**src/rtl/lzd_pkg.sv**
```systemverilog
// lzd_pkg: sizes, token classes and beat structs for the LZ77 token decoder.
// Used by the channel interfaces and by every module of the decoder except lzd_ram.
`timescale 1ns / 1ps

package lzd_pkg;

  localparam int HISTORY_DEPTH = 4096;
  localparam int DISTANCE_BITS = 12;
  localparam int LENGTH_BITS   = 4;
  localparam int BYTE_BITS     = 8;
  localparam int ADDR_BITS     = $clog2(HISTORY_DEPTH);

  // Token class as decided by the front end
  typedef enum logic [1:0] {
    KIND_LIT  = 2'd0,
    KIND_COPY = 2'd1,
    KIND_BAD  = 2'd2
  } kind_t;

  // Back-end sequencer state
  typedef enum logic {
    BK_IDLE = 1'b0,
    BK_COPY = 1'b1
  } back_state_t;

  // Classified token passed from front to back
  typedef struct packed {
    kind_t                     kind;
    logic [BYTE_BITS-1:0]      literal;
    logic [DISTANCE_BITS-1:0]  distance;
    logic [LENGTH_BITS-1:0]    copy_length;
  } cmd_t;

  // One result beat held in the output queue
  typedef struct packed {
    logic [BYTE_BITS-1:0] out_byte;
    logic                 last;
    logic                 bad_distance;
  } out_beat_t;

endpackage

```
**src/rtl/lzd_if.sv**
```systemverilog
// lzd_token_if and lzd_byte_if: valid/ready channels for tokens and bytes.
// Depends on lzd_pkg for field widths.
`timescale 1ns / 1ps

interface lzd_token_if import lzd_pkg::*; ();
  logic                     valid;
  logic                     ready;
  logic                     is_match;
  logic [BYTE_BITS-1:0]     literal;
  logic [DISTANCE_BITS-1:0] distance;
  logic [LENGTH_BITS-1:0]   copy_length;

  modport source(output valid, is_match, literal, distance, copy_length, input ready);
  modport sink(input valid, is_match, literal, distance, copy_length, output ready);
endinterface


```
**src/rtl/lzd_front.sv**
```systemverilog
// lzd_front: accepts tokens, classifies them and queues commands for the back end.
// Depends on lzd_pkg and lzd_token_if.
`timescale 1ns / 1ps

module lzd_front import lzd_pkg::*; (
  input  logic          clk,
  input  logic          rst_n,
  lzd_token_if.sink     in_chan,
  output logic          cmd_valid,
  input  logic          cmd_ready,
  output cmd_t          cmd
);

  cmd_t       q_r [2];
  logic       wp_r, wp_nxt;
  logic       rp_r, rp_nxt;
  logic [1:0] cnt_r, cnt_nxt;
  logic       accept, push, pop;
  cmd_t       new_cmd;

  // Classify the incoming token
  always_comb begin
    new_cmd.literal     = in_chan.literal;
    new_cmd.distance    = in_chan.distance;
    new_cmd.copy_length = in_chan.copy_length;
    if (!in_chan.is_match) begin
      new_cmd.kind = KIND_LIT;
    end else if (in_chan.distance == '0) begin
      new_cmd.kind = KIND_BAD;
    end else begin
      new_cmd.kind = KIND_COPY;
    end
  end

  // Drop zero-length matches: accepted, never queued
  assign in_chan.ready = (cnt_r != 2'd2);
  assign accept        = in_chan.valid && in_chan.ready;
  assign push          = accept && !(in_chan.is_match && in_chan.copy_length == '0);
  assign cmd_valid     = (cnt_r != 2'd0);
  assign cmd           = q_r[rp_r];
  assign pop           = cmd_valid && cmd_ready;

  always_comb begin
    wp_nxt  = push ? !wp_r : wp_r;
    rp_nxt  = pop ? !rp_r : rp_r;
    cnt_nxt = cnt_r + {1'b0, push} - {1'b0, pop};
  end

  // Hold queue pointers and count
  always_ff @(posedge clk) begin
    if (!rst_n) begin
      wp_r  <= 1'b0;
      rp_r  <= 1'b0;
      cnt_r <= 2'd0;
    end else begin
      wp_r  <= wp_nxt;
      rp_r  <= rp_nxt;
      cnt_r <= cnt_nxt;
    end
  end

  // Store the queued command
  always_ff @(posedge clk) begin
    if (push) begin
      q_r[wp_r] <= new_cmd;
    end
  end

endmodule

```
**src/flat_wrapper.sv**
```systemverilog
// flat-port wrapper written by rule: the top's interface ports become plain ports
module lzd_front_flat import lzd_pkg::*;
  (clk, rst_n, cmd_valid, cmd_ready, cmd, in_chan_valid, in_chan_is_match, in_chan_literal, in_chan_distance, in_chan_copy_length, in_chan_ready);
  lzd_token_if in_chan_i ();
  input  logic clk;
  input  logic rst_n;
  output logic cmd_valid;
  input  logic cmd_ready;
  output cmd_t cmd;
  input wire logic [$bits(in_chan_i.valid)-1:0] in_chan_valid;
  input wire logic [$bits(in_chan_i.is_match)-1:0] in_chan_is_match;
  input wire logic [$bits(in_chan_i.literal)-1:0] in_chan_literal;
  input wire logic [$bits(in_chan_i.distance)-1:0] in_chan_distance;
  input wire logic [$bits(in_chan_i.copy_length)-1:0] in_chan_copy_length;
  output wire logic [$bits(in_chan_i.ready)-1:0] in_chan_ready;
  assign in_chan_i.valid = in_chan_valid;
  assign in_chan_i.is_match = in_chan_is_match;
  assign in_chan_i.literal = in_chan_literal;
  assign in_chan_i.distance = in_chan_distance;
  assign in_chan_i.copy_length = in_chan_copy_length;
  assign in_chan_ready = in_chan_i.ready;
  lzd_front u_core (.clk(clk), .rst_n(rst_n), .in_chan(in_chan_i), .cmd_valid(cmd_valid), .cmd_ready(cmd_ready), .cmd(cmd));
endmodule
```
**config.mk**
```make
export PLATFORM = sky130hd
export DESIGN_NAME = lzd_front_flat
export DESIGN_NICKNAME = d
export VERILOG_FILES = /design/src/rtl/lzd_pkg.sv /design/src/rtl/lzd_if.sv /design/src/rtl/lzd_front.sv /design/src/flat_wrapper.sv
export SDC_FILE = /design/constraint.sdc
export NUM_CORES = 1
export LEC_CHECK = 0
export BUFFER_PORTS_ARGS = -buffer_cell sky130_fd_sc_hd__buf_2
export CORE_MARGIN = 2
export CORE_UTILIZATION = 46
export CTS_CLUSTER_SIZE = 24
export DETAILED_ROUTE_END_ITERATION = 7
export GPL_TIMING_DRIVEN = 0
export PLACE_DENSITY_LB_ADDON = 0.05
export SYNTH_ARGS = -nofsm -noshare
export SYNTH_HDL_FRONTEND = slang
export SYNTH_SLANG_ARGS = --single-unit
```
**constraint.sdc**
```tcl
create_clock -name clk -period 2.5 [get_ports clk]
set_clock_uncertainty 0.1 [all_clocks]
set_input_delay 0.125 -clock clk [delete_from_list [all_inputs] [get_ports clk]]
set_output_delay 0.125 -clock clk [all_outputs]
set_load 0.02 [all_outputs]
```
* Word-level counts from Yosys, hierarchy flattened
Memories as Yosys holds them, arrays and structs flattened. A register that Yosys moved wholly into a read port is not among the register bits.
Cells that the tools add are included.
** Storage, ports and cells
- Memories kept :: 1
- Memory bits (writable) :: 52
- Register bits :: 4
** Memory list
- u_core.q_r :: depth 2, bits a word 26, read ports 1, clocked after Yosys merged registers in 1, wr ports 1, RTL line lzd_front.sv:14 : cmd_t q_r [2];
** Cells by class
- Reductions and logical operators :: 10
- Multiplexer cells :: 6
- Eq/ne operators :: 1
- Add/subtract/negate cells :: 2
** Operators with widths (number)
- zero test 12 bit :: 1
- logical AND 1 bit :: 4
- zero test 4 bit :: 1
- two-way mux 1 bit :: 4
- two-way mux 2 bit :: 2
- zero test 1 bit :: 3
- adder 2 x 1 -> 2 bit :: 1
- inequality test 2 bit, second input constant :: 1
- nonzero test 2 bit :: 1
- subtractor 2 x 1 -> 2 bit :: 1

* Longest topological paths before layout
- Depth in word-level cells :: 6
- Gate-level depth with buffers :: 7
- Depth with buffers taken out :: 7

* Worst setup path before layout
OpenSTA, ideal clock, no wires.
- Path kind :: reg-to-reg
- From :: reg u_core.cnt_r[0]
- To :: mem u_core.q_r[0][0] (netlist bit), enable pin
- Path buffers :: 0
- Stages on the path, launching flop included :: 4
- Library setup time :: 0.412 ns
- Arrival :: 2.034 ns
- Data required time :: 1.988 ns
- Setup slack :: -0.046 ns
- Period minus slack after synthesis :: 2.546 ns
- Cell sequence :: dfxtp_1 nand2b_1 o211a_1 nor2b_1
** Between the ends
- Longest elaborated chain between the ends :: 5
** Ends and longest elaborated chain
- from (decl) :: RTL line lzd_front.sv:17 : logic [1:0] cnt_r, cnt_nxt;
- from (signal assigned) :: RTL line lzd_front.sv:58 : cnt_r <= cnt_nxt;
- inequality test 2 bit :: RTL line lzd_front.sv:36 : assign in_chan.ready = (cnt_r != 2'd2);
- net in_chan_ready :: RTL line flat_wrapper.sv:15 : output wire logic [$bits(in_chan_i.ready)-1:0] in_chan_ready;
- logical AND 1 bit :: RTL line lzd_front.sv:37 : assign accept = in_chan.valid && in_chan.ready;
- logical AND 1 bit :: RTL line lzd_front.sv:38 : assign push = accept && !(in_chan.is_match && in_chan.copy_length == '0);
- two-way mux 1 bit :: RTL line lzd_front.sv:64 : if (push) begin
- two-way mux 1 bit (not written as such) :: RTL line lzd_front.sv:65 : q_r[wp_r] <= new_cmd;
- to (decl) :: RTL line lzd_front.sv:14
The timed path passes the listed nets, and every way through them passes these cells.

* Worst setup path after layout
- From :: in in_chan_copy_length[1]
- To :: mem u_core.q_r[1][10] (netlist bit), enable pin
** Between the ends
- Longest elaborated chain between the ends :: 6
** Ends and longest elaborated chain
- from (decl) :: RTL line flat_wrapper.sv:14 : input wire logic [$bits(in_chan_i.copy_length)-1:0] in_chan_copy_length;
- zero test 4 bit :: RTL line lzd_front.sv:38
- logical AND 1 bit :: RTL line lzd_front.sv:38
- zero test 1 bit :: RTL line lzd_front.sv:38
- logical AND 1 bit :: RTL line lzd_front.sv:38
- two-way mux 1 bit :: RTL line lzd_front.sv:64
- two-way mux 1 bit (not written as such) :: RTL line lzd_front.sv:65
Every way passes these cells.

==> impl_metrics.csv <==
group,metric,value,unit
run_status,outcome,"complete, no violations",
floorplanning,dieHeight,72.5,um
worst_setup_path,crit_fanout,26,
timing,fin_tns_setup,0,ns
routing,drcViolationCount,0,
final_layout,area_delta_synth_final,34.7,%
routing,ant_nets,0,
clock_network,postCtsSetupBuffers,0,
worst_setup_path,start_kind,"primary input",
timing,drv_slew,0,
clock_network,cts_buffers,9,
timing,tightest_slew,1.25,ns
synth,synth.distinct_cells,21,
place,dp_hpwl,2390,um
global_routing,grt_pass1_vias,1355,
worst_setup_path,cp.depth,5,
final_layout,final_area,2910,sq um
floorplanning,dieArea,5260,sq um
synth,postSynthCellCount,114,
worst_setup_path,crit_path_end_kind,"flop",
pwr,p_total,2.78,mW
final_layout,layout.nets,237,
clock_network,cts_root_buffer,"clkbuf_8",
timing,maxSlewHeadroom,16.4,%
timing,hold_viol_final,0,
worst_setup_path,criticalPathCategory,"in2reg",
synth,ys_warn_count,0,
routing,viasPerCell,4.90,
routing,dr.pass1.iters,4,
pwr,ir_drop,0.582,mV
floorplanning,die_w,72.5,um
worst_setup_path,worstPathRequired,2.29,ns
routing,drt_iter0_markers,53,
worst_setup_path,crit_slowest_cell,"and2_1",
clock_network,htreeDepth,3,
worst_setup_path,max_stage_delay,0.59,ns
clock_network,cts.sinks,57,
worst_setup_path,reg2regPathDepth,3,
worst_setup_path,critPathArrivalTime,2.18,ns
synth,synth_seq_cells,57,
final_layout,diodes,0,
timing,finalCriticalPeriod,2.39,ns
place,place.gp.congestion,0.714,
pwr,p_leak,1.12,nW
floorplanning,rows,24,
place,dpl_cell_area,2510,sq um
routing,routedWlPerCell,14.6,um
global_routing,grt_pass1_wl,5980,um
timing,setup_violations,0,
timing,fin_hold_ws,0.102,ns
clock_network,clk_latency,0.32,ns
global_routing,grt_use_total,15.9,%
timing,rsz0062_at_grt,"no",
clock_network,path_clk_slew,0.06,ns
hold_path,hp-class,"in2reg",
hold_path,min_path_cells,3,
synth,synth_nets,145,
clock_network,clockBufferDepth,2,
routing,wl,3840,um
floorplanning,core,4440,sq um
job,cap_violations,0,
global_routing,grt_max_degree,27,
synth,synth_area,2160,sq um
synth,syn_area_per_cell,18.9,sq um
worst_setup_path,worstPathCellList,"dlygate4sd3_1 -> buf_2 -> or4_1 -> o211a_1 -> and2_1",
global_routing,antenna_found_initial,0,
global_routing,overflow,0,
timing,max_freq,418,MHz
worst_setup_path,crit_buf_inv,2,
synth,ys_seq_area_share,76.9,%
timing,min_period_over_period,95.7,%
final_layout,layout-drive-gt1-share,45.2,%
place,numPortBuffers,56,
clock_network,cts_tree,"yes",
floorplanning,initial_core_util,48.6,%
worst_setup_path,critPathTopFamily,"simple AND/OR/NAND/NOR gates",
routing,vias,1285,
final_layout,n_fill_cell,341,
floorplanning,pin_count,57,
pwr,powerDensity,955,nW/um^2
## cells in the mapped netlist (all sizes together)
cell     n  share of area, %
clkbuf   1              0.17
mux2    26                14
nand2    1              0.17
nand2b   2              0.58
nand3    1              0.23
nor2b    3              0.87
dfxtp    5               4.6
xnor2    3               1.2
nor2     1              0.17
or2      1              0.29
and2     3              0.87
edfxtp  52                72
nor4     3              0.87
ha       2               1.2
inv      3              0.52
o21a     1              0.35
a31oi    1              0.29
or4      1              0.35
buf      2              0.46
mux2i    1              0.46
o211a    1              0.46
## final cells by class
class	instances	area (sq um)	area share, %
Buffer	3	13.8	0.473
Sequential cell	57	1660	57.1
Clock buffer	14	143	4.90
Clock inverter	1	3.75	0.129
Multi-Input combinational cell	51	480	16.5
Tap cell	52	65.1	2.24
Inverter	3	11.3	0.387
Timing Repair Buffer	81	531	18.2
## layout by cell type, fill, tap and decap left out
cell type,synthesis,routed
nor2b_4,0,1
nor4_1,3,3
clkbuf_8,0,9
clkinv_1,0,1
edfxtp_1,52,52
mux2_2,26,26
o21a_1,1,1
nand2b_1,2,2
buf_2,2,58
dfxtp_1,5,5
nor2_1,1,1
clkbuf_1,1,6
mux2i_1,1,1
nand3_1,1,1
and2_1,3,3
or2_2,1,1
inv_1,3,3
dlygate4sd3_1,0,25
ha_1,2,2
a31oi_1,1,1
xnor2_1,3,3
o211a_1,1,1
or4_1,1,1
nand2_1,1,1
nor2b_1,3,2
## routing by layer
| metal | up-vias | share of wire [%] | track usage, % |
|---|---|---|---|
| li1 | 624 | - | - |
| met3 | 8 | 5.3 | 5.42 |
| met5 | - | 0 | 0 |
| met4 | 0 | 1.6 | 9.26 |
| met1 | 610 | 41 | 17.0 |
| met2 | 43 | 52 | 27.4 |
## what timing repair did
item | in CTS | in global routing
resized for setup | 0 | 0
endpoints found under the setup margin | 0 | 0
endpoints found under the hold margin | 53 | 0
hold buffers | 25 | 0
## logic make-up after synthesis
group                    Yosys count  synth area share, %
flip-flops                        57                 76.9
multiplexers                      27                 14.0
AND/OR/NAND/NOR                   16                 4.40
buffers and inverters              6                 1.16
AO/OA/AOI/OAI                      3                 1.10
XOR/XNOR                           3                 1.22
adder cells (fa/ha/maj)            2                 1.16
## power breakdown
group          internal (mW)  switching (mW)
Sequential              1.22          0.0434
Combinational          0.371           0.484
Clock                  0.353           0.313
## final timing paths
kind                          startpoint                 to  slack [ns]
setup / recovery  in_chan_copy_length[1]  u_core.q_r[1][10]        0.11
hold reg to reg              u_core.wp_r        u_core.wp_r        0.42
hold / removal          in_chan_is_match  u_core.q_r[1][25]        0.10
setup reg to reg         u_core.cnt_r[0]  u_core.q_r[1][10]        0.29
## sequential cells by signal (all words and copies together), names as in the netlist, named ones only
signal        flops
u_core.cnt_r      2
u_core.q_r       52
u_core.rp_r       1
u_core.wp_r       1
## worst min-delay path, delay by kind of cell
family | cells | cell delay, ns
buffers and inverters | 2 | 0.13
AND/OR/NAND/NOR | 1 | 0.13
## per-stage QoR
step	setup WS, ns	cells	util (%)
5_1_grt	0.0224	262	65.5
6_report	0.107	262	65.5
3_3_place_gp	0.195	222	56.4
3_5_place_dp	0.131	222	56.4
4_1_cts	0.0804	262	65.3
2_1_floorplan	0.436	114	-
Power figures use the tool's default switching activity.
